===== src/hdl/mrms_pkg.sv =====
// Shared types and constants for the memory region map sanitizer.
package mrms_pkg;

   localparam int MAX_ENTRIES = 128;
   localparam int CNT_W       = $clog2(MAX_ENTRIES + 1);
   localparam int STEP_W      = $clog2(MAX_ENTRIES + 2);
   localparam int INDEX_W     = 7;

   localparam logic [2:0] CMD_CLEAR = 3'd0;
   localparam logic [2:0] CMD_LOAD  = 3'd1;
   localparam logic [2:0] CMD_BUILD = 3'd2;
   localparam logic [2:0] CMD_QUERY = 3'd3;
   localparam logic [2:0] CMD_READ  = 3'd4;

   localparam logic [1:0] SEL_HOLD  = 2'd0;
   localparam logic [1:0] SEL_LEFT  = 2'd1;
   localparam logic [1:0] SEL_RIGHT = 2'd2;
   localparam logic [1:0] SEL_EXT   = 2'd3;

   typedef struct packed {
      logic        hole;
      logic [63:0] base;
      logic [63:0] length;
      logic [31:0] rtype;
   } entry_type;

   typedef struct packed {
      logic [1:0] sel;
      logic       mark;
      logic       mark_hole;
   } cell_ctrl_type;

   typedef struct packed {
      logic        ok;
      logic [7:0]  entry_count;
      logic [63:0] usable_total;
      logic [63:0] highest_usable;
      logic        region_usable;
      logic        index_valid;
      logic [63:0] out_base;
      logic [63:0] out_length;
      logic [31:0] out_type;
   } rsp_type;

endpackage


===== src/hdl/mrms_cell.sv =====
// One storage cell of the entry chain: holds one map entry, loads from a neighbour or outside.
module mrms_cell import mrms_pkg::*; (
   input  logic          clock,
   input  cell_ctrl_type ctrl,
   input  entry_type     left_in,
   input  entry_type     right_in,
   input  entry_type     ext_in,
   output entry_type     ent_out
);

   entry_type ent_ff;
   entry_type ent_in;

   always_comb begin
      ent_in = ent_ff;
      case (ctrl.sel)
         SEL_LEFT:  ent_in = left_in;
         SEL_RIGHT: ent_in = right_in;
         SEL_EXT:   ent_in = ext_in;
         default:   ent_in = ent_ff;
      endcase
      if (ctrl.mark) begin
         ent_in.hole = ctrl.mark_hole;
      end
   end

   always_ff @(posedge clock) begin
      ent_ff <= ent_in;
   end

   assign ent_out = ent_ff;

endmodule


===== config.mk =====
export PLATFORM = sky130hd
export DESIGN_NAME = mrms_cell
export DESIGN_NICKNAME = d
export VERILOG_FILES = /design/src/hdl/mrms_pkg.sv /design/src/hdl/mrms_cell.sv
export SDC_FILE = /design/constraint.sdc
export NUM_CORES = 1
export LEC_CHECK = 0
export CORE_AREA = 10 10 241 243
export DETAILED_ROUTE_END_ITERATION = 7
export DIE_AREA = 0 0 251 253
export DONT_BUFFER_PORTS = 1
export HOLD_SLACK_MARGIN = 0.08
export PLACE_DENSITY_LB_ADDON = 0.1
export SETUP_SLACK_MARGIN = 0.3
export SYNTH_ARGS = -nofsm -noshare
export SYNTH_HDL_FRONTEND = slang
export SYNTH_SLANG_ARGS = --single-unit

===== constraint.sdc =====
create_clock -name clock -period 3.8 [get_ports clock]
set_input_delay 0.76 -clock clock [delete_from_list [all_inputs] [get_ports clock]]
set_output_delay 0.76 -clock clock [all_outputs]
set_load 0.03 [all_outputs]

### Word-level counts from Yosys, hierarchy flattened

Index checks and enable logic that the tools add are counted.

| word-level totals | value |
|---|---|
| register bits after elaboration | 161 |
| word-level logic and storage cells | 11 |

| cells by class | value |
|---|---|
| reductions and logical operators | 2 |
| muxes and demuxes | 2 |
| eq/ne operators | 3 |

Operator list:

| kind | count |
|---|---|
| $pmux W161 S3 | 1 |
| $eq A2 B2 Y1 const B | 2 |
| $reduce_bool A4 Y1 | 1 |
| $reduce_bool A3 Y1 | 1 |
| $eq A2 B1 Y1 const B | 1 |
| $mux W1 | 1 |

### Depth between registers and ports, before layout

Gate-level depths: netlist of the first run.

| depth | value |
|---|---|
| depth after elaboration | 3 |
| mapped depth | 5 |
| gate-level depth less buffers | 2 |

### Least setup slack after synthesis of the first run

No wires, ideal clock.

| path | value |
|---|---|
| kind | input-to-reg |
| from | input port ctrl[2] in the netlist's numbering |
| to | register ent_ff (netlist bit ent_out[0]), enable pin |
| arrival time | 3190 ps |
| setup time | 453 ps |
| data required time | 3347 ps |
| setup slack | 157 ps |
| stages on the path | 4 |
| buffers on the path | 3 |
| cells stage by stage | buf_4 buf_6 buf_6 or2_2 |

| on the way | value |
|---|---|
| longest elaborated chain between the ends | 2 |
| elaborated cells on any way between the ends | 4 |

Ends and longest elaborated chain:

| element | line | RTL |
|---|---|---|
| start: declaration | mrms_cell.sv:4 | `input cell_ctrl_type ctrl,` |
| $eq A2 B2 Y1 or $eq A2 B1 Y1 (tied branches) | mrms_cell.sv:16 | `case (ctrl.sel)` |
| $reduce_bool A3 Y1 (no line) (*) | -- |  |
| end signal: assignment | mrms_cell.sv:28 | `ent_ff <= ent_in;` |
| end: declaration | mrms_cell.sv:11 | `entry_type ent_ff;` |

Mark *: on every way between the ends. The rest lies on a longest branch, timed or not.
A chain may end at the register's enable or synchronous reset.

### Worst setup path after layout of the first run

| path | value |
|---|---|
| from | input port ctrl[3] in the netlist's numbering |
| to | register ent_ff (netlist bit ent_out[102]), enable pin |

The elaborated chain is that of the path after synthesis.

==> results of run 1 <==
[cells in the mapped netlist]
library cell / number
nor2_1: 160
nand2_1: 1
o211ai_1: 1
buf_4: 10
mux2i_1: 161
or2_2: 1
nand2b_1: 1
buf_2: 18
or3b_2: 1
buf_6: 8
or3_1: 1
clkbuf_1: 18
edfxtp_1: 161
a21oi_1: 160
[kinds of logic (layout without fill, tap and decap cells)]
group / after synthesis / count (layout)
buffers and inverters: 54 / 41
and+or+nand+nor: 165 / 165
DFF: 161 / 161
muxes: 161 / 161
AOI/OAI and AO/OA: 161 / 161
[cell type report]
class	count	share of cell area
clock buffers	17	0.0451
repair buffers	9	0.00981
well taps	696	0.0923
flip-flops and latches	161	0.512
clock inverters	15	0.0167
multi-input cells	487	0.324
[power by group through the flow]
stage | combinational, µW | clock, µW | sequential [µW]
floorplan | 331 | 0 | 2730
global placement | 334 | 0 | 2860
detailed placement | 332 | 0 | 2840
CTS | 330 | 1840 | 2810
global route | 362 | 1910 | 2810
finish | 317 | 1740 | 2790
[worst max-delay path by stage]
stage	start	end	cells after the start
after floorplan	ctrl[2]	ent_out[0]	4
after global placement	ctrl[3]	ent_out[101]	2
after detailed placement	ctrl[2]	ent_out[101]	2
after CTS	ent_out[2]	ent_out[2]	0
after global routing	ent_out[2]	ent_out[2]	0
final	ctrl[3]	ent_out[102]	2
[metal layers]
layer / up-vias / wire length, µm
met4: 4 / 454
met5: - / 32
met1: 2480 / 11100
met2: 337 / 18500
li1: 2535 / -
met3: 29 / 3690
[through the flow]
stage	area (µm²)	power (µW)	util	setup slack (ps)
global placement	8850	3200	0.166	1490
CTS	9440	4980	0.177	1790
floorplan	8210	3060	-	962
finish	9440	4850	0.177	1570
global route	9440	5090	0.177	1800
detailed placement	8850	3180	0.166	1460
==> metrics.txt, run 1 <==
Fillers 5866; NetSw 1500 µW; Yosys top cell area share 0.589; Setup TNS 0 ps; die width 251 µm; Total GRT Usage 0.101; commonest non-fill, non-tap cells in the layout mux2i_1 (161), edfxtp_1 (161), nor2_1 (160), a21oi_1 (160), clkbuf_16 (17); FF/Latch Area 4830 µm²; critical path startpoint category input port; routed wire length 33.8 mm; Vias/cell 3.89; grt met1 use 0.0919; Seq cells post-synth 161; Sw Share 0.309; Synth warnings 0; global route total overflow 0; max reg flops 161; Hold Path Depth 1; M2 GR Usage 0.185; area growth from synthesis to layout 14.9%; Final Wtd Congestion 0.690; Post-Syn Instances 702; simple-gate area share of the yosys netlist 0.0770; status completed; Non-Filler Instances 1385; DRC 0; max incr delay on CP 730 ps; logic gate share of total power 0.065; synthesized area per cell 11.7 µm²; Clock Tree Root clkbuf_16; CTS sink count 161; register area share after synthesis 0.589; row cnt 85; CP top delay family simple AND/OR/NAND/NOR gates; largest net degree at the start of global routing 325; share of cells above drive strength 1 0.0595; Worst-Margin Slew 1060 ps; max-slew violations 0; critical-path cell list or2_4 > buf_4; Tmin final 2230 ps; XOR/XNOR Fraction of Synth Area 0; crit path capture type flip-flop; WHS 503 ps; TritonCTS buffer count 17; combinational family with the most area after synthesis multiplexers; Final Hold Fails 0; Hold Crit Endpoint ent_out[160]; Yosys cell types 14; die height 253 µm; Hold-fix buffers, CTS 0; syn_nets 1190; Worst VDD drop 0.327 mV; RSZ-0062 raised after global routing false; core area 53300 µm²; first-pass GRT wire length 45.7 mm; Die ar. 63500 µm²; adder-cell share of the synthesized area 0; initial DRC count 279; Compound-Gate Fraction of Synth Area 0.0985; Post-DRT Antenna Nets 0; Max-slew headroom 0.293; M3 GR Usage 0.0548; Final setup violation count 0; placed cells 1353; fin crit share 0.587; clk slew on worst S/H paths 70 ps; fmax 0.448 GHz; CP max FO 324; max-cap violations 0; Worst Hold Class input port to flip-flop; multiplexer area fraction after synthesis 0.196; initial antenna violation count 2; synth top area cells edfxtp_1 (59%), mux2i_1 (20%), a21oi_1 (9.8%); CTS tree yes; slowest CP cell or2_4; Cell Int Power 3350 µW; Pre-antenna DRT Iters 4; Cell Pwr Density 514 nW/µm²; Initial Util 0.154; DR WL/cell 24.4 µm; CP Class input port to flip-flop; H-tree levels 4; post-detail-place hpwl 27.3 mm; vias in the first global route 6147; final net count 1164; Hold Crit Start ctrl[1]; area leader, netlist edfxtp_1; CTS Buffer Depth 2; Leakage 0.00344 µW; num ports 649; post-CTS setup buffers 0; vias 5385; quantity of gates resized following cts 0; Flop pwr share 0.575; Top Usage Layer GRT met2; worst path buffer plus inverter count 1; worst path required time 3940 ps; PortBufs 0; multi-input combinational cell area 3050 µm²; Clock power frac 0.359; mapped cell area 8210 µm²; # diodes 0; WP data arrival 2370 ps
(Power assumes the default switching activity.)
==> run 2: changes to the inputs <==
==> constraint.sdc (replaced) <==
create_clock -name clock -period 1.95 [get_ports clock]
set_input_delay 0.39 -clock clock [delete_from_list [all_inputs] [get_ports clock]]
set_output_delay 0.39 -clock clock [all_outputs]
set_load 0.03 [all_outputs]
==> run 2 against run 1 <==
Non-clock buffer count shrank 3; via count shrank 0.19%; final cell count shrank 0.22%; routed wire length shrank 1.7%; sequential power grew 95%; hold slack lost 360 ps; cell area shrank 0.12%; die area is the same; largest cell class unchanged; largest power group unchanged; highest routed layer is now met4.
==> metrics.txt, run 2 (synthesis results as in run 1) <==
RSZ-0062 raised after global routing true; DRC 0 (unchanged); Total GRT Usage 0.0978 (-0.00276); Final Power 9380 µW (+94%); Post-DRT Antenna Nets 0 (unchanged); PortBufs 0 (unchanged); initial DRC count 203 (-27%); Worst Hold Class input port to flip-flop; CP max FO 1 (-99.7%); max-cap violations 0 (unchanged); CTS Buffer Depth 2 (unchanged); final net count 1161 (-0.26%); max-slew violations 0 (unchanged); TritonCTS buffer count 17 (unchanged); row cnt 85 (unchanged); Vias/cell 3.89 (about the same); post-CTS setup buffers 0 (unchanged); global route total overflow 0 (unchanged); crit path capture type output pin; initial antenna violation count 0 (-2); largest net degree at the start of global routing 325 (unchanged); Final Wtd Congestion 0.685 (-0.61%); H-tree levels 4 (unchanged); worst path required time 1560 ps (-2380 ps); CTS tree yes; Final setup violation count 0 (unchanged); DR WL/cell 24.0 µm (-1.5%); share of cells above drive strength 1 0.0496 (-0.00994); WP data arrival 1190 ps (-1180 ps); critical path startpoint category flip-flop; Hold Crit Endpoint ent_out[160]; die width 251 µm (unchanged); status completed; Pre-antenna DRT Iters 4 (unchanged); num ports 649 (unchanged); Initial Util 0.154 (unchanged); Cell Pwr Density 996 nW/µm² (+94%); quantity of gates resized following cts 0 (unchanged); post-detail-place hpwl 26.5 mm (-3.0%); Hold Path Depth 2 (+1); max reg flops 161 (unchanged); Clock Tree Root clkbuf_16; fmax 0.634 GHz; Hold Crit Start ctrl[1]; first-pass GRT wire length 44.4 mm (-2.8%); commonest non-fill, non-tap cells in the layout mux2i_1 (161), edfxtp_1 (161), nor2_1 (160), a21oi_1 (160), clkbuf_16 (17); # diodes 0 (unchanged); WHS 147 ps (-356 ps); Die ar. 63500 µm² (unchanged); vias 5375 (-0.19%); die height 253 µm (unchanged); Leakage 0.00343 µW (-0.26%); Tmin final 1580 ps; core area 53300 µm² (unchanged); fin crit share 0.809; clk slew on worst S/H paths 70 ps (about the same); Worst-Margin Slew 565 ps (-495 ps); vias in the first global route 6020 (-2.1%); Max-slew headroom 0.624 (+0.331); area growth from synthesis to layout 14.8%; Worst VDD drop 0.679 mV (+110%); CP Class flip-flop to output pin; routed wire length 33.2 mm (-1.7%); CTS sink count 161 (unchanged); Final Hold Fails 0 (unchanged)
[run 2: cell types whose count changed in the layout (fill, tap and decap cells not counted), sizes merged]
cell | before | now
clkbuf | 17 | 19
clkinvlp | 4 | 3
buf | 9 | 5
dlygate4sd3 | 0 | 1
inv | 5 | 4
[run 2: layer usage]
metal,vias to the layer above,part of all wire,GRT usage
li1,2517,-,-
met1,2492,0.33,0.0877
met2,346,0.55,0.183
met3,20,0.10,0.0515
met4,0,0.014,0.0351
met5,-,0,0
[run 2: layout make-up]
| type | count | area, µm² |
|---|---|---|
| repair buffers | 6 | 97.6 |
| clock buffers | 19 | 433 |
| multi-input cells | 487 | 3050 |
| flip-flops and latches | 161 | 4830 |
| well taps | 696 | 871 |
| clock inverters | 13 | 134 |
| fillers | 5831 | 43900 |
[run 2: timing repair]
item	4_1_cts	5_1_grt
setup endpoints to repair	0	1
hold buffers	1	0
hold endpoints to repair	1	0
[run 2: worst max path at each step]
| stage | end | cells after the start | slack (ps) | from |
|---|---|---|---|---|
| detailed placement | ent_out[116] | 2 | 490 | ctrl[3] |
| CTS | ent_out[160] | 0 | 300 | ent_out[160] |
| global placement | ent_out[112] | 2 | 470 | ctrl[3] |
| finish | ent_out[160] | 0 | 370 | ent_out[160] |
| global route | ent_out[160] | 0 | 300 | ent_out[160] |
| floorplan | ent_out[0] | 4 | -450 | ctrl[2] |
[run 2: report_power, final]
part	leakage, µW	internal, µW	switching, µW
Combinational	0.00154	303	311
Clock	0.000267	1880	1450
Sequential	0.00162	4330	1110
[run 2: stage by stage]
stage	util	cells	setup slack, ps	area (µm²)	setup TNS, ps
final	0.177	1382	373	9420	0
after global routing	0.177	1382	296	9420	0
after CTS	0.177	1382	301	9420	0
after detailed placement	0.166	1349	488	8850	0
after global placement	0.166	1349	470	8850	0
after floorplan	-	702	-447	8230	-71540
