[src/hdl/mrms_pkg.sv]
// Shared types and constants for the memory region map sanitizer.
package mrms_pkg;

   localparam int MAX_ENTRIES = 128;
   localparam int CNT_W       = $clog2(MAX_ENTRIES + 1);
   localparam int STEP_W      = $clog2(MAX_ENTRIES + 2);
   localparam int INDEX_W     = 7;

   localparam logic [2:0] CMD_CLEAR = 3'd0;
   localparam logic [2:0] CMD_LOAD  = 3'd1;
   localparam logic [2:0] CMD_BUILD = 3'd2;
   localparam logic [2:0] CMD_QUERY = 3'd3;
   localparam logic [2:0] CMD_READ  = 3'd4;

   localparam logic [1:0] SEL_HOLD  = 2'd0;
   localparam logic [1:0] SEL_LEFT  = 2'd1;
   localparam logic [1:0] SEL_RIGHT = 2'd2;
   localparam logic [1:0] SEL_EXT   = 2'd3;

   typedef struct packed {
      logic        hole;
      logic [63:0] base;
      logic [63:0] length;
      logic [31:0] rtype;
   } entry_type;

   typedef struct packed {
      logic [1:0] sel;
      logic       mark;
      logic       mark_hole;
   } cell_ctrl_type;

   typedef struct packed {
      logic        ok;
      logic [7:0]  entry_count;
      logic [63:0] usable_total;
      logic [63:0] highest_usable;
      logic        region_usable;
      logic        index_valid;
      logic [63:0] out_base;
      logic [63:0] out_length;
      logic [31:0] out_type;
   } rsp_type;

endpackage

[src/hdl/mrms_merge.sv]
// Merge unit: folds sorted entries off the chain head and emits merged entries plus totals.
module mrms_merge import mrms_pkg::*; (
   input  logic             clock,
   input  logic             reset,
   input  logic             run,
   input  logic             init,
   input  entry_type        head_in,
   input  logic             head_valid,
   input  logic [31:0]      usable_type,
   output entry_type        emit,
   output logic [CNT_W-1:0] merged_count,
   output logic [63:0]      total,
   output logic [63:0]      top
);

   entry_type        h_ff, h_in;
   logic [63:0]      h_end_ff, h_end_in;
   logic             hv_ff, hv_in;
   entry_type        acc_ff, acc_in;
   logic [63:0]      acc_end_ff, acc_end_in;
   logic             acc_valid_ff, acc_valid_in;
   logic [CNT_W-1:0] cnt_ff, cnt_in;
   logic [63:0]      total_ff, total_in;
   logic [63:0]      top_ff, top_in;
   logic             merge_hit;
   logic             emit_now;

   always_comb begin
      merge_hit = acc_valid_ff && hv_ff && (h_ff.rtype == acc_ff.rtype)
                  && (h_ff.base <= acc_end_ff);
      emit_now  = run && acc_valid_ff && (!hv_ff || !merge_hit);

      h_in         = h_ff;
      h_end_in     = h_end_ff;
      hv_in        = 1'b0;
      acc_in       = acc_ff;
      acc_end_in   = acc_end_ff;
      acc_valid_in = 1'b0;
      cnt_in       = cnt_ff;
      total_in     = total_ff;
      top_in       = top_ff;

      if (run) begin
         h_in         = head_in;
         h_end_in     = head_in.base + head_in.length;
         hv_in        = head_valid;
         acc_valid_in = acc_valid_ff;
         if (hv_ff) begin
            acc_valid_in = 1'b1;
            if (merge_hit) begin
               if (h_end_ff > acc_end_ff) begin
                  acc_in.length = h_end_ff - acc_ff.base;
                  acc_end_in    = h_end_ff;
               end
            end else begin
               acc_in      = h_ff;
               acc_in.hole = 1'b0;
               acc_end_in  = h_end_ff;
            end
         end else begin
            acc_valid_in = 1'b0;
         end
      end

      if (emit_now) begin
         cnt_in = cnt_ff + CNT_W'(1);
         if (acc_ff.rtype == usable_type) begin
            total_in = total_ff + acc_ff.length;
            if (acc_end_ff > top_ff) begin
               top_in = acc_end_ff;
            end
         end
      end

      if (init) begin
         cnt_in   = '0;
         total_in = '0;
         top_in   = '0;
      end
   end

   always_ff @(posedge clock) begin
      if (reset) begin
         hv_ff        <= 1'b0;
         acc_valid_ff <= 1'b0;
         cnt_ff       <= '0;
         total_ff     <= '0;
         top_ff       <= '0;
      end else begin
         hv_ff        <= hv_in;
         acc_valid_ff <= acc_valid_in;
         cnt_ff       <= cnt_in;
         total_ff     <= total_in;
         top_ff       <= top_in;
      end
   end

   always_ff @(posedge clock) begin
      h_ff       <= h_in;
      h_end_ff   <= h_end_in;
      acc_ff     <= acc_in;
      acc_end_ff <= acc_end_in;
   end

   always_comb begin
      emit      = acc_ff;
      emit.hole = !emit_now;
   end

   assign merged_count = cnt_ff;
   assign total        = total_ff;
   assign top          = top_ff;

endmodule

[config.mk]
export PLATFORM = sky130hd
export DESIGN_NAME = mrms_merge
export DESIGN_NICKNAME = d
export VERILOG_FILES = /design/src/hdl/mrms_pkg.sv /design/src/hdl/mrms_merge.sv
export SDC_FILE = /design/constraint.sdc
export NUM_CORES = 1
export LEC_CHECK = 0
export BUFFER_PORTS_ARGS = -buffer_cell sky130_fd_sc_hd__buf_2
export CORE_MARGIN = 1
export CORE_UTILIZATION = 55
export CTS_CLUSTER_DIAMETER = 200
export DETAILED_ROUTE_END_ITERATION = 10
export GPL_TIMING_DRIVEN = 0
export PLACE_DENSITY_LB_ADDON = 0.05
export SLEW_MARGIN = 20
export SYNTH_ARGS = -nofsm -noshare
export SYNTH_HDL_FRONTEND = slang
export SYNTH_SLANG_ARGS = --single-unit
export TNS_END_PERCENT = 5
[constraint.sdc]
create_clock -name clock -period 9.74 [get_ports clock]
set_clock_uncertainty 0.1 [all_clocks]
set_input_delay 1.948 -clock clock [delete_from_list [all_inputs] [get_ports clock]]
set_output_delay 1.948 -clock clock [all_outputs]
set_load 0.005 [all_outputs]
Word-level counts from Yosys, hierarchy flattened

Cells that the tools add are included.

Flip-flop bits (word level): 586
Bits in latches: 0
Bits in writable memories: 0
Bits in read-only memories: 0
Output and inout bits: 297
Logic and storage cells: 45
Memories kept: 0

$add $sub $neg: 4
Multiply operators: 0
Div/mod/pow operators: 0
$lt $le $gt $ge: 3
Eq/ne operators: 3
Shift operators: 0
Muxes and demuxes: 5
Bitwise gates (word level): 2
Reductions and logical operators: 15

Operator list:

| kind                  | count |
|---|---|
| $mux W64              | 4 |
| $add A64 B64 Y64      | 2 |
| $gt A64 B64 Y1        | 2 |
| $eq A32 B32 Y1        | 2 |
| $le A64 B64 Y1        | 1 |
| $sub A64 B64 Y64      | 1 |
| $reduce_and A3 Y1     | 3 |
| $add A8 B1 Y8 const B | 1 |
| $logic_and A1 B1 Y1   | 5 |
| $reduce_or A2 Y1      | 2 |
| $logic_not A1 Y1      | 3 |
| $ne A2 B1 Y1 const B  | 1 |
| $not A1 Y1            | 2 |
| $reduce_and A2 Y1     | 1 |
| $logic_or A1 B1 Y1    | 1 |
| $mux W1               | 1 |

Logic depth before layout (Yosys ltp)

Gate-level depths: netlist of the first run.

Depth in word-level cells: 7
Mapped depth: 15
Gate-level depth less buffers: 14

Least setup slack after synthesis of the first run

Ideal clock, no wire load.

Kind: input port to flip-flop
Start point: input port run
End point: register acc_end_ff[0] (enable)
Arrival time: 8.211 ns
Required time: 8.982 ns
Setup slack: 0.771 ns
Cell stages on the path: 2
Buffers on the path: 0
Cell sequence: nand2_1 > a21oi_1

Longest elaborated chain between the ends: 1

RTL lines:

| what                        | line              | RTL |
|---|---|---|
| from (decl)                 | mrms_merge.sv:5   | `input logic run,` |
| $reduce_and A3 Y1 (no line) | -                 |  |
| to (signal assigned)        | mrms_merge.sv:102 | `acc_end_ff <= acc_end_in;` |
| to (decl)                   | mrms_merge.sv:20  | `logic [63:0] acc_end_ff, acc_end_in;` |

Every way passes these cells.
A chain may end at the register's enable or synchronous reset.

==> impl_metrics.json, run 1 <==
{
  "outcome": "finished, final reports clean",
  "wl_met3_microns": 10100,
  "post-route-min-period_ns": 7.17,
  "slowest_delay_ns": 0.85,
  "fin_crit_sh": 0.736,
  "routedWlPerCell_microns": 22.7,
  "synth_edf_count": 448,
  "route.vias.total": 29300,
  "die_area_sq_um": 65300,
  "hold_viol_final": 0,
  "synthesis.nets": 4047,
  "drt_wl_total_microns": 112000,
  "clkLatencyLatePin_ns": 0.62,
  "die_w_microns": 256,
  "utilization": 0.657,
  "final_cells": 4946,
  "synth_top_cell_area_share": 0.380,
  "dr.pass1.iters": 5,
  "num_io_pins": 495,
  "cts_buffers": 68,
  "hold_class": "reg -> reg",
  "synth_most_common_cell": "edfxtp_1",
  "wl_met2_microns": 47600,
  "drc": 0,
  "path_max_fanout": 6,
  "final-setup-viol-count": 0,
  "final_area_sq_um": 41600,
  "initial_core_util": 0.559,
  "crit_type": "reg -> out",
  "dr.max_layer_used": "met5",
  "path_cells": "inv_1 > ha_1 > nand4_1 > nor4_2 > nand4_1 > or3_1 > inv_1 > a21oi_1 > nand4bb_1 > nand2_1 > buf_2",
  "p_leak_nw": 17.8,
  "rsz0062_at_grt": "false",
  "cts_max_level": 3,
  "syn2layout_area_growth_pct": 17.6,
  "max_slew_margin": 0.220,
  "finalPower_w": 0.00660,
  "synth_area_leaders": "edfxtp_1 (38%), ha_1 (14%), dfxtp_1 (7.8%), a21oi_1 (4.4%), xnor2_1 (3.8%)",
  "whs_ns": 0.357,
  "clock-sinks": 586,
  "grt_pass1_vias": 27300,
  "cts_tree": "done",
  "place_hpwl_microns": 90700,
  "antenna_found_initial": 5,
  "slew_viol_final": 0,
  "dp_cells": 4818,
  "die_h_microns": 256,
  "start_kind": "flip-flop",
  "yosys_warnings": 0,
  "syn_area_sq_um": 35400,
  "wl_met1_microns": 50900,
  "fin_nets": 4625,
  "grt_start_max_net_pins": 85,
  "fmax_ghz": 0.139,
  "syn_area_per_cell_sq_um": 10.2,
  "globalRouteOverflowTotal": 0,
  "io_buffers": 493,
  "cts-resized-gates": 0,
  "antenna_left": 0,
  "worst-path-buf-inv": 3,
  "path_clk_slew_ns": 0.07,
  "place_congestion": 0.970,
  "syn_inst": 3464,
  "initialDrtViolationCount": 2844,
  "yosys-top-cells-count": "edfxtp_1 (448), ha_1 (382), nand2_1 (314)",
  "cts_buffer_depth": 3,
  "cts_setup_buffers": 0,
  "yosys.area.top_type": "edfxtp_1",
  "powerDensity_nw_per_um2": 159,
  "ys_seq_area_frac": 0.458,
  "critPathTopFamily": "simple AND/OR/NAND/NOR gates",
  "yosysUniqueCellTypes": 95,
  "placed_cell_area_sq_um": 39300,
  "cts_root_buffer": "clkbuf_16",
  "required_ns": 7.69,
  "core_area_sq_um": 63300,
  "tightest_slew_ns": 1.17,
  "ys_ff_latch": 586,
  "ir_drop_mv": 0.191,
  "vias_per_cell": 5.91,
  "cap_violations": 0,
  "cp.arrival_ns": 5.12,
  "grt_first_pass_wirelength_microns": 167000,
  "async_reset_ff_frac": 0,
  "rows": 92,
  "ys.flop_type": "edfxtp_1",
  "track_usage": 0.338,
  "drive_above_1_share": 0.167,
  "slowest_stage": "nor4_2",
  "setup.worst_path.end_class": "output port",
  "cts.hold.buffers_added": 0
}
==> layout by cell type (no fill, tap or decap), types with 44 or more instances in the layout <==
cell type | netlist | routed
nand2_1 | 314 | 314
xnor2_1 | 155 | 155
xor2_1 | 90 | 90
o21ai_0 | 198 | 198
nor2_1 | 217 | 215
a21oi_1 | 310 | 309
nand3_1 | 67 | 67
nor2b_1 | 44 | 44
nand4_1 | 90 | 90
inv_1 | 236 | 236
mux2i_1 | 67 | 67
buf_2 | 10 | 502
ha_1 | 382 | 382
clkbuf_16 | 0 | 71
a21o_1 | 162 | 162
clkbuf_1 | 86 | 95
dfxtp_1 | 138 | 138
edfxtp_1 | 448 | 448
==> registers in the layout, indices dropped and copies added, names as in the netlist <==
name          count
emit            160
h_end_ff         64
top              64
acc_valid_ff      1
hv_ff             1
acc_end_ff       64
h_ff            160
merged_count      8
total            64
==> routing by layer <==
metal	global-route usage	vias to the layer above
met4	0.112	6
li1	-	13900
met3	0.0599	179
met5	0	-
met1	0.500	13900
met2	0.498	1295
==> kinds of logic after synthesis <==
logic type               Yosys count  synth area share
AO/OA/AOI/OAI                    922             0.163
XOR/XNOR                         245            0.0607
adder cells (fa/ha/maj)          385             0.137
buffers and inverters            347            0.0390
flip-flops                       586             0.458
multiplexers                      67            0.0190
AND/OR/NAND/NOR                  912             0.123
==> stage by stage <==
step                       TNS, ns  worst slack, ns
after floorplan                  0            0.771
after global placement    -1356.99            -7.38
after detailed placement         0             3.02
after CTS                        0             2.49
after global routing             0             2.48
final                            0             2.57
==> power breakdown <==
| part | total [W] | internal, W | leakage, nW | switching (W) |
|---|---|---|---|---|
| clock | 0.00265 | 0.00158 | 1.13 | 0.00107 |
| combinational | 0.00101 | 0.000407 | 11.3 | 0.000603 |
| sequential | 0.00294 | 0.00284 | 5.34 | 0.0000953 |
==> worst register-to-register path, stage by stage, from the launching register on <==
cell and delay, ns:
edfxtp_1 0.42, inv_1 0.11, ha_1 0.30, nand4_1 0.28, nor4_2 0.86, nand4_1 0.41
o21a_1 0.30, a21oi_1 0.59, nand2b_1 0.19, clkbuf_1 0.40, clkbuf_1 0.66, clkbuf_1 0.58
nand2_1 0.11, o21ai_0 0.22
==> worst paths after layout <==
| check | from | depth (start not counted) | slack (ns) | endpoint |
|---|---|---|---|---|
| worst max-delay path | acc_end_ff[59] | 11 | 2.57 | emit[160] |
| worst max register to register | acc_end_ff[59] | 13 | 3.94 | emit[87] |
| worst min register to register | h_ff[22] | 0 | 0.36 | emit[22] |
| worst min-delay path | h_ff[22] | 0 | 0.36 | emit[22] |
==> area by class of cell <==
cell class	instances	area, sq um
Fill cell	5231	21700
Multi-Input combinational cell	2531	17800
Sequential cell	586	16200
Timing Repair Buffer	508	2840
Clock buffer	83	1850
Tap cell	846	1060
Inverter	236	886
Buffer	111	494
Clock inverter	42	450
Antenna cell	3	7.51
(Power assumes the default switching activity.)
==> inputs of run 2 (changes only) <==
==> constraint.sdc (replaced) <==
create_clock -name clock -period 6.89 [get_ports clock]
set_clock_uncertainty 0.1 [all_clocks]
set_input_delay 1.378 -clock clock [delete_from_list [all_inputs] [get_ports clock]]
set_output_delay 1.378 -clock clock [all_outputs]
set_load 0.005 [all_outputs]
==> impl_metrics.json, run 2 (synthesis gave the netlist of run 1 again) <==
{
  "cts-resized-gates": 0,
  "cap_violations": 0,
  "dr.max_layer_used": "met4",
  "path_clk_slew_ns": 0.06,
  "drive_above_1_share": 0.169,
  "ir_drop_mv": 0.225,
  "tightest_slew_ns": 1.15,
  "path_max_fanout": 6,
  "vias_per_cell": 5.87,
  "clkLatencyLatePin_ns": 0.61,
  "intPower_w": 0.00701,
  "utilization": 0.660,
  "slew_viol_final": 0,
  "place_congestion": 0.962,
  "cts_setup_buffers": 0,
  "wl_met2_microns": 48000,
  "wl_met1_microns": 50200,
  "hold_class": "reg -> reg",
  "p_sw_frac": 0.265,
  "antenna_left": 0,
  "setup_tns_ns": 0,
  "outcome": "finished, final reports clean",
  "dr.pass1.iters": 5,
  "mostFrequentLayoutCell": "buf_2",
  "setup.worst_path.end_class": "output port",
  "crit_type": "reg -> out",
  "p_switching_w": 0.00253,
  "cts_max_level": 3,
  "cts_buffer_depth": 3,
  "start_kind": "flip-flop",
  "wl_met3_microns": 10100,
  "rows": 92,
  "initial_core_util": 0.559,
  "die_area_sq_um": 65300,
  "fmax_ghz": 0.158,
  "die_w_microns": 256,
  "fin_nets": 4627,
  "cts_root_buffer": "clkbuf_16",
  "antenna_found_initial": 4,
  "cts.hold.buffers_added": 0,
  "core_area_sq_um": 63300,
  "cp.arrival_ns": 4.84,
  "max_slew_margin": 0.223,
  "fin_crit_sh": 0.916,
  "grt_pass1_vias": 27000,
  "final_cells": 4949,
  "post-route-min-period_ns": 6.31,
  "powerDensity_nw_per_um2": 228,
  "clock-sinks": 586,
  "final-setup-viol-count": 0,
  "cts_tree": "done",
  "drc": 0,
  "globalRouteOverflowTotal": 0,
  "die_h_microns": 256,
  "required_ns": 5.41,
  "drt_wl_total_microns": 112000,
  "route.vias.total": 29100,
  "cts_buffers": 69,
  "p_comb_frac": 0.150,
  "dp_cells": 4819,
  "track_usage": 0.336,
  "io_buffers": 493,
  "final_cell_mix": "buf_2 (502), edfxtp_1 (448), ha_1 (382)",
  "syn2layout_area_growth_pct": 18.1,
  "rsz0062_at_grt": "false",
  "hold_viol_final": 0,
  "place_hpwl_microns": 90500,
  "routedWlPerCell_microns": 22.7,
  "sequentialPowerShare": 0.436,
  "p_leak_nw": 17.8,
  "initialDrtViolationCount": 2742,
  "grt_start_max_net_pins": 84,
  "num_io_pins": 495,
  "grt_first_pass_wirelength_microns": 165000,
  "clockPowerShare": 0.414
}
-- run 2: cell types whose count changed in the layout (fill, tap and decap cells not counted), sizes merged --
cell / delta
inv: +1
bufinv: +2
clkinv: -9
clkbuf: +8
buf: +1
-- run 2: worst paths after layout --
check / depth (start not counted) / startpoint / end / slack (ns)
worst max-delay path: 12 / acc_end_ff[5] / emit[160] / 0.58
worst min register to register: 0 / h_ff[141] / emit[141] / 0.35
worst max register to register: 13 / acc_end_ff[37] / emit[32] / 1.51
worst min-delay path: 0 / h_ff[141] / emit[141] / 0.35
-- run 2: cell type report --
cell class	count	area, sq um
plain buffers	111	495
repair buffers	509	2850
fillers	5209	21500
multi-input cells	2531	17800
flip-flops and latches	586	16200
well taps	846	1060
diodes	3	7.51
clock buffers	91	1980
clock inverters	36	458
inverters	236	886
-- run 2: power by group through the flow --
stage / clock [W] / combinational (W) / sequential (W)
2_1_floorplan: 0 / 0.000966 / 0.00416
3_3_place_gp: 0 / 0.00136 / 0.00424
3_5_place_dp: 0 / 0.00139 / 0.00423
4_1_cts: 0.00399 / 0.00141 / 0.00415
5_1_grt: 0.00412 / 0.00158 / 0.00417
6_report: 0.00395 / 0.00143 / 0.00415
-- run 2: per-stage QoR --
step	hold slack, ns	cell area, sq um	worst slack (ns)	power (W)
2_1_floorplan	0.326	35400	0.185	0.00513
3_3_place_gp	0.337	38900	-6.83	0.00560
3_5_place_dp	0.334	39300	0.798	0.00562
4_1_cts	0.356	41800	0.614	0.00955
5_1_grt	0.370	41800	0.477	0.00987
6_report	0.353	41800	0.576	0.00953
-- run 2: worst max-delay path, cell delays in order (launching register included) --
cell	delay (ns)
edfxtp_1	0.45
inv_1	0.12
ha_1	0.25
a21o_1	0.18
a21o_1	0.16
a21oi_1	0.27
nor3_1	0.10
nor4b_1	0.89
o21a_1	0.25
a21oi_1	0.21
nand4bb_1	0.69
nand2_1	0.42
buf_2	0.23
-- run 2: routing by layer --
layer,vias to the layer above,GRT usage
li1,13900,-
met1,13800,0.486
met2,1234,0.496
met3,183,0.0682
met4,0,0.128
met5,-,0
